**src/hw/rtl/ftc32_pkg.sv**
```systemverilog
// ----------------------------------------------------------------------------
// ftc32_pkg
// Shared types, codes and round primitives of the 32-bit toy Feistel cipher:
// nibble S-box, 16-bit bit permutation, key schedule constant, sequencer states.
// ----------------------------------------------------------------------------
package ftc32_pkg;

	// Sequencer states
	typedef enum logic [1:0] {
		ST_IDLE,
		ST_DERIVE,
		ST_ROUND,
		ST_DONE
	} ftc32_state_t;

	// Opcodes: bit 1 set selects decryption with the raw master key
	localparam logic [1:0] OP_ENCRYPT     = 2'd0;
	localparam logic [1:0] OP_DEC_DERIVED = 2'd1;
	localparam int         OP_RAW_BIT     = 1;

	// Configuration register indexes
	localparam logic CFG_MASTER_KEY  = 1'b0;
	localparam logic CFG_ROUND_COUNT = 1'b1;

	localparam logic [15:0] KEY_CONST   = 16'h000C;
	localparam int          MIN_ROUNDS  = 4;
	localparam logic [5:0]  RESET_ROUNDS = 6'd16;

	typedef logic [3:0][15:0] ftc32_window_t;

	function automatic logic [3:0] sbox4(input logic [3:0] n);
		logic [3:0] r;
		unique case (n)
			4'h0: r = 4'hE;
			4'h1: r = 4'hB;
			4'h2: r = 4'h4;
			4'h3: r = 4'h6;
			4'h4: r = 4'hA;
			4'h5: r = 4'hD;
			4'h6: r = 4'h7;
			4'h7: r = 4'h0;
			4'h8: r = 4'h3;
			4'h9: r = 4'h8;
			4'hA: r = 4'hF;
			4'hB: r = 4'hC;
			4'hC: r = 4'h5;
			4'hD: r = 4'h9;
			4'hE: r = 4'h1;
			default: r = 4'h2;
		endcase
		return r;
	endfunction

	function automatic logic [15:0] subst16(input logic [15:0] w);
		return {sbox4(w[15:12]), sbox4(w[11:8]), sbox4(w[7:4]), sbox4(w[3:0])};
	endfunction

	function automatic logic [15:0] perm16(input logic [15:0] x);
		return ((x & 16'hC00C) >> 1) |
		       ((x & 16'h2000) >> 6) |
		       ((x & 16'h1000) >> 8) |
		       ((x & 16'h0C00) >> 5) |
		       ((x & 16'h0200) << 6) |
		       ((x & 16'h0100) << 4) |
		       ((x & 16'h00C0) << 3) |
		       ((x & 16'h0020) >> 2) |
		       ((x & 16'h0010) >> 4) |
		       ((x & 16'h0002) << 10) |
		       ((x & 16'h0001) << 8);
	endfunction

endpackage

```
**src/hw/rtl/ftc32_in_if.sv**
```systemverilog
// ----------------------------------------------------------------------------
// ftc32_in_if
// Request channel of the cipher: opcode and 32-bit block under valid/ready.
// ----------------------------------------------------------------------------
interface ftc32_in_if;
	logic        valid;
	logic        ready;
	logic [1:0]  opcode;
	logic [31:0] data_in;

	modport source (output valid, output opcode, output data_in, input ready);
	modport sink   (input valid, input opcode, input data_in, output ready);
endinterface

```
**src/hw/rtl/ftc32_out_if.sv**
```systemverilog
// ----------------------------------------------------------------------------
// ftc32_out_if
// Result channel of the cipher: 32-bit block under valid/ready.
// ----------------------------------------------------------------------------
interface ftc32_out_if;
	logic        valid;
	logic        ready;
	logic [31:0] data_out;

	modport source (output valid, output data_out, input ready);
	modport sink   (input valid, input data_out, output ready);
endinterface

```
**src/hw/rtl/ftc32_unit.sv**
```systemverilog
// ----------------------------------------------------------------------------
// ftc32_unit
// Shared round datapath: one Feistel round function on the left half and
// one step of the key recurrence (forward or inverse) on the key window.
// ----------------------------------------------------------------------------
module ftc32_unit
	import ftc32_pkg::*;
(
	input  logic [15:0]   left,
	input  logic [15:0]   right,
	input  ftc32_window_t win,
	input  logic          inverse,
	output logic [15:0]   new_left,
	output logic [15:0]   new_key
);

	// Round: substitute, permute, mix in right half and current key word
	assign new_left = perm16(subst16(left)) ^ right ^ win[0];

	// Key step: forward uses the newest word, inverse the second oldest
	assign new_key = win[0] ^ (inverse ? win[1] : win[3]) ^ perm16(win[2]) ^ KEY_CONST;

endmodule

```
**src/hw/rtl/feistel_toy_cipher_32.sv**
```systemverilog
// ----------------------------------------------------------------------------
// feistel_toy_cipher_32
// 32-bit block Feistel cipher with on-the-fly 16-bit key schedule.
// ----------------------------------------------------------------------------
// One request is processed at a time by a single round unit under a small
// sequencer. An encryption or a raw-key decryption (R = round count, 16
// after reset) is accepted, runs one round per cycle for R rounds, and then
// writes the result register once it is free or being drained. The
// first derived-key decryption after reset or after any configuration write
// first runs the forward key schedule for R - 4 steps and then latches the
// key; later ones reuse the cached key.
// A new request is taken once the sequencer is back in idle, even while the
// previous result still waits in the output register. Round counts below 4
// act as 4, those above MAX_ROUNDS as MAX_ROUNDS.
// ----------------------------------------------------------------------------
module feistel_toy_cipher_32
	import ftc32_pkg::*;
#(
	parameter int MAX_ROUNDS = 32
) (
	input  logic               clk,
	input  logic               arst_n,
	ftc32_in_if.sink           blk_in,
	ftc32_out_if.source        blk_out,
	input  logic               cfg_we,
	input  logic               cfg_idx,
	input  logic [63:0]        cfg_wdata
);

	localparam int CW = $clog2(MAX_ROUNDS + 1);
	localparam logic [6:0]    MAX_R7  = 7'(MAX_ROUNDS);
	localparam logic [CW-1:0] MAX_R   = CW'(MAX_ROUNDS);
	localparam logic [CW-1:0] MIN_R   = CW'(MIN_ROUNDS);

	ftc32_state_t  state_q, state_d;
	logic [63:0]   master_key_q;
	logic [5:0]    round_count_q;
	logic [63:0]   dk_q;
	logic          dk_valid_q;
	ftc32_window_t win_q;
	logic [15:0]   left_q, right_q;
	logic [CW-1:0] cnt_q;
	logic          dec_q;
	logic          out_valid_q;
	logic [31:0]   out_data_q;

	logic [CW-1:0] eff_rounds;
	logic          in_take, out_load, derive_end, round_end, cfg_key_write;
	logic          unit_inv;
	logic [15:0]   new_left, new_key;

	// Saturate round count into the supported range
	always_comb begin
		if (round_count_q < 6'(MIN_ROUNDS)) begin
			eff_rounds = MIN_R;
		end else if ({1'b0, round_count_q} > MAX_R7) begin
			eff_rounds = MAX_R;
		end else begin
			eff_rounds = CW'(round_count_q);
		end
	end

	// Run the forward schedule while deriving the cached key
	assign unit_inv = dec_q && (state_q != ST_DERIVE);

	ftc32_unit u_unit (
		.left     (left_q),
		.right    (right_q),
		.win      (win_q),
		.inverse  (unit_inv),
		.new_left (new_left),
		.new_key  (new_key)
	);

	assign derive_end    = (cnt_q == CW'(eff_rounds - MIN_R));
	assign round_end     = (cnt_q == CW'(eff_rounds - CW'(1)));
	assign cfg_key_write = cfg_we && (cfg_idx == CFG_MASTER_KEY || cfg_idx == CFG_ROUND_COUNT);

	// Next state
	always_comb begin
		state_d = state_q;
		unique case (state_q)
			ST_IDLE: begin
				if (in_take) begin
					if (blk_in.opcode == OP_DEC_DERIVED && !dk_valid_q) begin
						state_d = ST_DERIVE;
					end else begin
						state_d = ST_ROUND;
					end
				end
			end
			ST_DERIVE: begin
				if (derive_end) state_d = ST_ROUND;
			end
			ST_ROUND: begin
				if (round_end) state_d = ST_DONE;
			end
			default: begin
				if (out_load) state_d = ST_IDLE;
			end
		endcase
	end

	// Handshake outputs
	always_comb begin
		blk_in.ready = (state_q == ST_IDLE);
		in_take      = blk_in.valid && (state_q == ST_IDLE);
		out_load     = (state_q == ST_DONE) && (!out_valid_q || blk_out.ready);
	end

	assign blk_out.valid    = out_valid_q;
	assign blk_out.data_out = out_data_q;

	// Control registers
	always_ff @(posedge clk or negedge arst_n) begin
		if (!arst_n) begin
			state_q       <= ST_IDLE;
			master_key_q  <= '0;
			round_count_q <= RESET_ROUNDS;
			dk_valid_q    <= 1'b0;
			out_valid_q   <= 1'b0;
			cnt_q         <= '0;
		end else begin
			state_q <= state_d;

			// Configuration writes; any write drops the cached key
			if (cfg_we && cfg_idx == CFG_MASTER_KEY) master_key_q <= cfg_wdata;
			if (cfg_we && cfg_idx == CFG_ROUND_COUNT) round_count_q <= cfg_wdata[5:0];
			if (cfg_key_write) begin
				dk_valid_q <= 1'b0;
			end else if (state_q == ST_DERIVE && derive_end) begin
				dk_valid_q <= 1'b1;
			end

			// Step counter
			if (in_take || (state_q == ST_DERIVE && derive_end)) begin
				cnt_q <= '0;
			end else if (state_q == ST_DERIVE || state_q == ST_ROUND) begin
				cnt_q <= cnt_q + CW'(1);
			end

			// Result register valid
			if (out_load) begin
				out_valid_q <= 1'b1;
			end else if (blk_out.ready) begin
				out_valid_q <= 1'b0;
			end
		end
	end

	// Datapath registers
	always_ff @(posedge clk) begin
		unique case (state_q)
			ST_IDLE: begin
				if (in_take) begin
					dec_q <= (blk_in.opcode != OP_ENCRYPT);
					if (blk_in.opcode == OP_ENCRYPT) begin
						left_q  <= blk_in.data_in[31:16];
						right_q <= blk_in.data_in[15:0];
						win_q   <= {master_key_q[15:0], master_key_q[31:16],
						            master_key_q[47:32], master_key_q[63:48]};
					end else begin
						left_q  <= blk_in.data_in[15:0];
						right_q <= blk_in.data_in[31:16];
						if (blk_in.opcode[OP_RAW_BIT]) begin
							win_q <= master_key_q;
						end else if (dk_valid_q) begin
							win_q <= dk_q;
						end else begin
							win_q <= {master_key_q[15:0], master_key_q[31:16],
							          master_key_q[47:32], master_key_q[63:48]};
						end
					end
				end
			end
			ST_DERIVE: begin
				if (derive_end) begin
					// Cache the last four forward keys, seed the inverse schedule
					dk_q  <= {win_q[0], win_q[1], win_q[2], win_q[3]};
					win_q <= {win_q[0], win_q[1], win_q[2], win_q[3]};
				end else begin
					win_q <= {new_key, win_q[3], win_q[2], win_q[1]};
				end
			end
			ST_ROUND: begin
				left_q  <= new_left;
				right_q <= left_q;
				win_q   <= {new_key, win_q[3], win_q[2], win_q[1]};
			end
			default: begin
				if (out_load) begin
					out_data_q <= dec_q ? {right_q, left_q} : {left_q, right_q};
				end
			end
		endcase
	end

	// Derivation runs only when no cached key exists
	a_derive_uncached: assert property (@(posedge clk) disable iff (!arst_n)
		state_q == ST_DERIVE |-> !dk_valid_q)
		else $error("key derivation with a valid cached key");

	// Round counter stays below the round count
	a_round_bound: assert property (@(posedge clk) disable iff (!arst_n)
		state_q == ST_ROUND |-> cnt_q < eff_rounds)
		else $error("round counter past round count");

	// An accepted request leaves idle
	a_accept_busy: assert property (@(posedge clk) disable iff (!arst_n)
		blk_in.valid && blk_in.ready |=> state_q != ST_IDLE)
		else $error("request accepted without starting");

	// Configuration write drops the cached key
	a_cfg_clear: assert property (@(posedge clk) disable iff (!arst_n)
		cfg_key_write |=> !dk_valid_q)
		else $error("cached key survived a configuration write");

	// Result register is written only when free or being drained
	a_no_overwrite: assert property (@(posedge clk) disable iff (!arst_n)
		out_load |-> !out_valid_q || blk_out.ready)
		else $error("pending result overwritten");

endmodule
```
**src/flat_wrapper.sv**
```systemverilog
// flat-port wrapper written by rule: the top's interface ports become plain ports
module feistel_toy_cipher_32_flat import ftc32_pkg::*;
#(
	parameter int MAX_ROUNDS = 32
)
  (clk, arst_n, cfg_we, cfg_idx, cfg_wdata, blk_in_valid, blk_in_opcode, blk_in_data_in, blk_in_ready, blk_out_valid, blk_out_data_out, blk_out_ready);
  ftc32_in_if blk_in_i ();
  ftc32_out_if blk_out_i ();
  input  logic clk;
  input  logic arst_n;
  input  logic cfg_we;
  input  logic cfg_idx;
  input  logic [63:0] cfg_wdata;
  input wire logic [$bits(blk_in_i.valid)-1:0] blk_in_valid;
  input wire logic [$bits(blk_in_i.opcode)-1:0] blk_in_opcode;
  input wire logic [$bits(blk_in_i.data_in)-1:0] blk_in_data_in;
  output wire logic [$bits(blk_in_i.ready)-1:0] blk_in_ready;
  output wire logic [$bits(blk_out_i.valid)-1:0] blk_out_valid;
  output wire logic [$bits(blk_out_i.data_out)-1:0] blk_out_data_out;
  input wire logic [$bits(blk_out_i.ready)-1:0] blk_out_ready;
  assign blk_in_i.valid = blk_in_valid;
  assign blk_in_i.opcode = blk_in_opcode;
  assign blk_in_i.data_in = blk_in_data_in;
  assign blk_in_ready = blk_in_i.ready;
  assign blk_out_valid = blk_out_i.valid;
  assign blk_out_data_out = blk_out_i.data_out;
  assign blk_out_i.ready = blk_out_ready;
  feistel_toy_cipher_32 #(.MAX_ROUNDS(MAX_ROUNDS)) u_core (.clk(clk), .arst_n(arst_n), .blk_in(blk_in_i), .blk_out(blk_out_i), .cfg_we(cfg_we), .cfg_idx(cfg_idx), .cfg_wdata(cfg_wdata));
endmodule
```
**config.mk**
```make
export PLATFORM = sky130hd
export DESIGN_NAME = feistel_toy_cipher_32_flat
export DESIGN_NICKNAME = d
export VERILOG_FILES = /design/src/hw/rtl/ftc32_pkg.sv /design/src/hw/rtl/ftc32_in_if.sv /design/src/hw/rtl/ftc32_out_if.sv /design/src/hw/rtl/ftc32_unit.sv /design/src/hw/rtl/feistel_toy_cipher_32.sv /design/src/flat_wrapper.sv
export SDC_FILE = /design/constraint.sdc
export NUM_CORES = 1
export LEC_CHECK = 0
export BUFFER_PORTS_ARGS = -buffer_cell sky130_fd_sc_hd__buf_2
export CAP_MARGIN = 20
export CORE_UTILIZATION = 40
export DETAILED_ROUTE_END_ITERATION = 12
export PLACE_DENSITY_LB_ADDON = 0.2
export SETUP_SLACK_MARGIN = 0.2
export SYNTH_ARGS = -nofsm -noshare
export SYNTH_HDL_FRONTEND = slang
export SYNTH_SLANG_ARGS = --single-unit
```
**constraint.sdc**
```tcl
create_clock -name clk -period 6.5 [get_ports clk]
set_input_delay 0.975 -clock clk [delete_from_list [all_inputs] [get_ports clk]]
set_output_delay 0.975 -clock clk [all_outputs]
set_load 0.05 [all_outputs]
```
== Word-level counts from Yosys, hierarchy flattened ==
Memories as Yosys holds them, arrays and structs flattened. A register that Yosys moved wholly into a read port is not among the register bits.
Cells that the tools add are included.
Word-level totals
  register bits: 273
  ROM bits: 256
  input port bits: 104
  memories: 4
Cells by class
  add/sub/neg operators: 3
  magnitude comparators: 2
  eq/ne operators: 10
  mux-type cells: 32
  bitwise gates (word level): 27
  reduce and logical (&&, ||, !) cells: 28
Memory list
  (no name shown): words 16, bits a word 4, rd ports 1, clocked after Yosys merged registers in 1, write ports 0, RTL line ftc32_pkg.sv:33  | unique case (n)
  (no name shown): words 16, bits a word 4, rd ports 1, clocked after Yosys merged registers in 1, write ports 0, RTL line ftc32_pkg.sv:33
  (no name shown): words 16, bits a word 4, rd ports 1, clocked after Yosys merged registers in 1, write ports 0, RTL line ftc32_pkg.sv:33
  (no name shown): words 16, bits a word 4, rd ports 1, clocked after Yosys merged registers in 1, write ports 0, RTL line ftc32_pkg.sv:33
Operators by type and width (count)
  $mux 64: 5
  $pmux 64 s3: 1
  $mux 16: 5
  $pmux 16 s2: 2
  $xor 16x16->16: 4
  $mux 32: 1
  $or 16x1->16: 2
  $or 16x11->16: 2
  $or 16x12->16: 2
  $or 16x13->16: 2
  $or 16x4->16: 2
  $or 16x9->16: 2
  $or 15x5->15: 2
  $or 15x7->15: 2
  $or 15x8->15: 2
  $mux 6: 4
  $mux 4: 4
  $or 15x16->16: 1
  $or 16x16->16: 1
  $eq 6x6->1: 2
  $mux 2: 5
  $reduce_and 2->1: 5
  $reduce_bool 2->1: 5
  $ne 2x1->1 const B: 4
  other kinds (19): 35

== Longest topological paths before layout ==
Gate-level depths: netlist (run 1).
  depth in word-level cells: 14
  mapped depth: 15
  mapped depth without buffers: 13

== Hierarchy ==
Synthesis (run 1) repeated with hierarchy kept, for this count alone.
Second synthesis, totals
  cells, all modules: 1259
  area, all modules: 14453.9 um^2
By module, submodules not included
  feistel_toy_cipher_32: times used 1, cells each 1077, area an instance 12938.7 um^2
  ftc32_unit: times used 1, cells each 182, area an instance 1515.2 um^2

== Worst setup path after synthesis (run 1) ==
Ideal clock, no wire load.
  path kind: input-to-reg
  start point: input blk_in_valid
  end point: register u_core.win_q[0] in the netlist's numbering (enable)
  arrival: 4.147 ns
  path slack: 1.846 ns
  stages: 2
  path buffers: 0
  cell sequence: inv_1 -> a21oi_1
Between the ends
  word-level cells in the longest chain between the ends: 3
Ends and longest elaborated chain
  from (decl): RTL line flat_wrapper.sv:14  | input wire logic [$bits(blk_in_i.valid)-1:0] blk_in_valid;
  $logic_and 1x1->1: RTL line feistel_toy_cipher_32.sv:107  | in_take = blk_in.valid && (state_q == ST_IDLE);
  $ne 2x1->1 (no line)
  $reduce_and 2->1 (no line)
  to (signal assigned): RTL line feistel_toy_cipher_32.sv:160  | win_q <= {master_key_q[15:0], master_key_q[31:16],
  to (signal assigned): RTL line feistel_toy_cipher_32.sv:166  | win_q <= master_key_q;
  to (signal assigned): RTL line feistel_toy_cipher_32.sv:168  | win_q <= dk_q;
  to (decl): RTL line feistel_toy_cipher_32.sv:40  | ftc32_window_t win_q;
No other way between the ends.
A chain may end at the register's enable or synchronous reset.

==> results_dict.tcl, run 1 <==
set metrics [dict create \
    ys_ff_latch 289 \
    ys_seq_area_share_pct 54.9 \
    setup_tns_ns 0 \
    maxSlewHeadroom_pct 26.1 \
    cts_resized 0 \
    finalCritPeriodShare_pct 61.3 \
    final_core_util_pct 46.4 \
    numCtsBuffers 35 \
    setup_viol 0 \
    cp.arrival_ns 4.46 \
    max_cap_violations 0 \
    overflow 0 \
    clock_latency_ns 0.53 \
    async_flop_share_pct 27.7 \
    avgSynthCellArea_sq_um 12.2 \
    tightest_slew_ns 1.11 \
    grt_pass1_vias 9897 \
    final_area_sq_mm 0.0169 \
    pin_count 138 \
    timing.critical_path.buf_inv 7 \
    rsz0062_at_grt "false" \
    dp_hpwl_mm 23.8 \
    first_iter_violations 649 \
    drive_gt1_share_pct 26.5 \
    diodes 0 \
    area_delta_synth_final_pct 14.5 \
    cts.clk_slew.worst_paths_ns 0.06 \
    die_area_sq_mm 0.0377 \
    dp_cells 1757 \
    clockBufferDepth 3 \
    detail_route.vias_per_cell 5.43 \
    max_freq_mhz 251 \
    yosysUniqueCellTypes 58 \
    postRouteWirelength_mm 37.1 \
    yosysTopAreaCell "edfxtp_1" \
    synth-edff-count 193 \
    peakVddDrop_mv 0.299 \
    endpoint_kind "flop" \
    wl_per_cell_um 20.4 \
    coreArea_sq_mm 0.0365 \
    netlist_top_cells_area "edfxtp_1 39%, dfrtp_1 13%, mux2_2 9.0%, mux2i_1 5.8%, a21oi_1 3.5%" \
    yosys_warnings 0 \
    ctsHoldBuffers 0 \
    hold_viol_final 0 \
    rows 70 \
    drc 0 \
    synth.net_count 1353 \
    place.gp.congestion 0.765 \
    cts_num_sinks 289 \
    ys.flop_type "edfxtp_1" \
    h-tree-depth 2 \
    die_h_um 194 \
    via_count 9888 \
    critical-path-top-delay-family "buffers and inverters" \
    pwr_density_cell_mw_per_mm2 527 \
    fp.dieW_um 194 \
    status "finished clean" \
    hold_path.class "input port to asynchronous set/reset pin" \
    fin_cells 1821 \
    synth_top_area_share_pct 39.2 \
    port_buffers 137 \
    critPathMostFrequentCell "inv_1" \
    cellLeakagePower_nw 6.75 \
    min_period_ns 3.99 \
    slowest_delay_ns 0.45 \
    cts-root-buf "clkbuf_16" \
    syn_area_sq_mm 0.0148 \
    num-nets-final 1468 \
    grtUsageTotal_pct 20.0 \
    cp.required_ns 6.97 \
    synth_top_cells_by_count "193 x edfxtp_1, 127 x nand2_1, 118 x mux2_2" \
    cp_slowest_cell "inv_2" \
    yosysMostFrequentCell "edfxtp_1" \
    initial_utilization_pct 40.5 \
    antenna_found_initial 1 \
    cts_setup_buffers 0 \
    cts_tree "built" \
    grt_max_degree 104 \
    fin_skew_ns 0.0190 \
    grt_pass1_wl_mm 58.2 \
    path_class "flop to flop" \
    place_area_sq_mm 0.0159 \
    slew_viol_final 0 \
    cp_cell_sequence "inv_1 > ha_1 > buf_4 > inv_2 > o21a_1 > inv_2 > buf_4 > mux2_2 > inv_1 > ha_1 > nor2_1 > mux4_2 > inv_1" \
    syn_inst 1213 \
    crit_fanout 46 \
    drtPass1Iterations 5 \
    crit_path_start_kind "flop" \
    ant_nets 0 \
]
path summary, 6_finish.rpt:
path,start,endpoint,slack (ns),depth (start not counted)
hold / removal,arst_n,u_core.master_key_q[50]$_DFFE_PN0P_,0.42,1
hold reg to reg,u_core.blk_out.valid$_DFFE_PN0P_,u_core.blk_out.valid$_DFFE_PN0P_,0.51,2
setup / recovery,u_core.state_q[0]$_DFFE_PN0P_,flop,2.51,13
min in group clk,u_core.blk_out.valid$_DFFE_PN0P_,u_core.blk_out.valid$_DFFE_PN0P_,0.51,2
max in group asynchronous,arst_n,u_core.master_key_q[29]$_DFFE_PN0P_,5.07,2
setup reg to reg,u_core.state_q[0]$_DFFE_PN0P_,flop,2.51,13
worst register-to-register path, cell delays in order, from the launching register on:
cell and delay [ns]:
dfrtp_1 0.43, inv_1 0.10, ha_1 0.15, buf_4 0.38, inv_2 0.36, o21a_1 0.30, inv_2 0.45, buf_4 0.41
mux2_2 0.46, inv_1 0.13, ha_1 0.18, nor2_1 0.07, mux4_2 0.45, inv_1 0.06
sequential cells by signal, summed over array words and instances (netlist names), named ones only:
| name | count |
|---|---|
| u_core.win_q | 64 |
| u_core.blk_out.data_out | 32 |
| u_core.dec_q | 1 |
| u_core.dk_q | 64 |
| u_core.blk_out.valid | 1 |
| u_core.dk_valid_q | 1 |
| u_core.master_key_q | 64 |
| u_core.cnt_q | 6 |
| u_core.state_q | 2 |
| u_core.round_count_q | 6 |
| u_core.left_q | 16 |
| u_core.right_q | 16 |
per-layer routing:
layer  up-vias  wire, um  global-route usage (%)  share of wire [%]
met2       259     17800                    33.4                 48
met5         -        13                       0              0.035
li1       4688         -                       -                  -
met1      4889     16600                    26.5                 45
met4         2       804                    6.08                2.2
met3        50      1890                    3.44                5.1
through the flow:
stage	power [mW]	hold slack, ns	setup WS [ns]
CTS	8.99	0.414	2.50
global route	9.52	0.440	2.18
global placement	7.05	0.496	2.63
detailed placement	7.14	0.497	2.51
floorplan	6.13	0.471	1.85
finish	8.92	0.419	2.51
placed cells by master, fill, tap and decap left out, types with 35 or more instances in the layout:
cell and instances:
edfxtp_1 193, buf_2 135, nand2_1 126, mux2_2 118
a21oi_1 102, mux2i_1 86, dfrtp_1 79, o21ai_0 52
nand3_1 49, nor2_1 47, ha_1 36, inv_1 35
clkbuf_16 35
cells by family (layout without fill, tap and decap cells):
| group | after synthesis | after routing | synth area share (%) |
|---|---|---|---|
| simple gates | 256 | 256 | 7.78 |
| compound gates | 245 | 245 | 11.1 |
| flops | 289 | 289 | 54.9 |
| mux | 214 | 214 | 16.1 |
| fa+ha+maj | 36 | 36 | 3.05 |
| buf+inv | 115 | 255 | 3.49 |
| xor+xnor | 58 | 58 | 3.53 |
final cells by class:
type	instances	area, sq um
clock buffer	47	921
clock inverter	15	100
fill	3317	19600
inverter	38	144
multi-input combinational	809	6200
sequential	289	8120
tap	468	586
timing repair buffer	155	858
power by group:
group          total [mW]  switching [mW]  internal (mW)
clock                1.80           0.763           1.03
sequential           3.46           0.565           2.89
combinational        3.67            2.17           1.50
total                8.92            3.49           5.43
No activity file was read; power rests on OpenSTA's default activity.
==> run 2, diff against run 1 <==
==> constraint.sdc (replaced) <==
create_clock -name clk -period 3.72 [get_ports clk]
set_input_delay 0.558 -clock clk [delete_from_list [all_inputs] [get_ports clk]]
set_output_delay 0.558 -clock clk [all_outputs]
set_load 0.05 [all_outputs]
==> run 2 against run 1 <==
Design area is 1.3% higher. Register-to-register slack worse by 2.0 ns. Hold slack worse by 0.24 ns. Power is 80% higher. Count of clock-buffer cells in the layout is 6 higher.
==> results_dict.tcl, run 2 (same netlist as run 1, synthesis figures left out) <==
set metrics [dict create \
    status "finished clean" \
    critPathMostFrequentCell "inv_1" \
    cts.clk_slew.worst_paths_ns 0.06 \
    tightest_slew_ns 0.942 \
    postRouteWirelength_mm 37.3 \
    min_period_ns 3.18 \
    grt_pass1_wl_mm 58.8 \
    cts-root-buf "clkbuf_16" \
    h-tree-depth 2 \
    cts_setup_buffers 0 \
    fin_ws_ns 0.545 \
    place.gp.congestion 0.794 \
    finalCritPeriodShare_pct 85.4 \
    cellLeakagePower_nw 6.86 \
    numCtsBuffers 35 \
    dp_hpwl_mm 24.5 \
    coreArea_sq_mm 0.0365 \
    cts_tree "built" \
    critical-path-top-delay-family "multiplexers" \
    cp.arrival_ns 3.63 \
    clockBufferDepth 3 \
    num-nets-final 1477 \
    grt_pass1_vias 10200 \
    drive_gt1_share_pct 27.3 \
    initial_utilization_pct 40.5 \
    antenna_found_initial 3 \
    path_class "flop to flop" \
    fp.dieW_um 194 \
    cp_slowest_cell "mux2i_1" \
    grtUsageTotal_pct 20.0 \
    maxSlewHeadroom_pct 37.2 \
    detail_route.vias_per_cell 5.47 \
    area_delta_synth_final_pct 16.0 \
    ant_nets 0 \
    grt_max_degree 100 \
    via_count 10000 \
    rows 70 \
    final_common_cell "edfxtp_1" \
    crit_fanout 23 \
    wl_per_cell_um 20.3 \
    drtPass1Iterations 7 \
    setup_tns_ns 0 \
    setup_viol 0 \
    overflow 0 \
    max_cap_violations 0 \
    max_freq_mhz 315 \
    clock_latency_ns 0.52 \
    cts_resized 0 \
    port_buffers 137 \
    pwr_density_cell_mw_per_mm2 935 \
    top_regs "u_core.dk_q (64), u_core.master_key_q (64), u_core.win_q (64)" \
    fin_skew_ns 0.0174 \
    pin_count 138 \
    slew_viol_final 0 \
    hold_viol_final 0 \
    drc 0 \
    timing.critical_path.buf_inv 4 \
    crit_path_start_kind "flop" \
    endpoint_kind "flop" \
    die_area_sq_mm 0.0377 \
    rsz0062_at_grt "false" \
    cp.required_ns 4.18 \
    die_h_um 194 \
    cp_cell_sequence "inv_1 > ha_1 > nand2_1 > o21a_1 > inv_2 > mux2i_1 > inv_1 > ha_1 > mux4_2 > inv_1" \
    cts_num_sinks 289 \
    peakVddDrop_mv 0.412 \
    first_iter_violations 570 \
    dpl_worst_slack_ns 0.563 \
    final_cell_mix "193 x edfxtp_1, 135 x buf_2, 126 x nand2_1, 118 x mux2_2, 102 x a21oi_1" \
    slowest_delay_ns 0.48 \
    hold_path.class "input port to asynchronous set/reset pin" \
    ctsHoldBuffers 0 \
]
[run 2: cell count changes in the layout (fill, tap and decap cells not counted), moves of 2 or more]
cell / previous run / this run
clkinv_1: 5 / 2
a21oi_2: 0 / 2
bufinv_16: 1 / 4
buf_4: 18 / 27
clkbuf_8: 0 / 5
clkbuf_16: 35 / 37
a21oi_4: 3 / 1
clkinv_2: 8 / 2
[run 2: final cells by class]
cell class | instances | area [sq um]
clock buffer | 53 | 1040
clock inverter | 10 | 154
fill | 3286 | 19400
multi-input combinational | 809 | 6190
inverter | 38 | 146
antenna | 1 | 2.50
timing repair buffer | 164 | 918
tap | 468 | 586
sequential | 289 | 8120
[run 2: final timing paths]
path	depth (start not counted)	start	slack, ns	to
max in group asynchronous	2	arst_n	2.76	u_core.master_key_q[13]$_DFFE_PN0P_
min in group clk	2	cfg_wdata[58]	0.26	u_core.master_key_q[58]$_DFFE_PN0P_
worst min-delay path	1	arst_n	0.18	u_core.master_key_q[7]$_DFFE_PN0P_
worst max-delay path	10	u_core.state_q[1]$_DFFE_PN0P_	0.54	flop
worst max register to register	10	u_core.state_q[1]$_DFFE_PN0P_	0.54	flop
worst min register to register	0	u_core.win_q[41]$_DFFE_PP_	0.52	u_core.dk_q[25]$_DFFE_PP_
[run 2: routing by layer]
metal  vias to the layer above  GRT usage, %  share of wire, %
met5                         -             0             0.021
met4                         2          6.08               2.4
met3                        60          4.24               5.6
met2                       280          32.8                48
met1                      4978          26.4                44
li1                       4696             -                 -
[run 2: stage by stage]
stage          util, %  std cells  instance area, sq um  power (mW)  hold slack [ns]
5_1_grt           46.9       1831                 17100        17.0            0.252
2_1_floorplan        -       1213                 14800        10.7            0.262
4_1_cts           46.9       1831                 17100        16.2            0.204
3_3_place_gp      43.7       1768                 16000        12.4            0.497
3_5_place_dp      43.7       1768                 16000        12.5            0.490
6_report          47.0       1832                 17100        16.0            0.177
[run 2: power breakdown]
part	total (mW)	switching, mW	internal (mW)
registers	6.03	0.979	5.05
logic	6.45	3.81	2.64
clock network	3.55	1.35	2.20
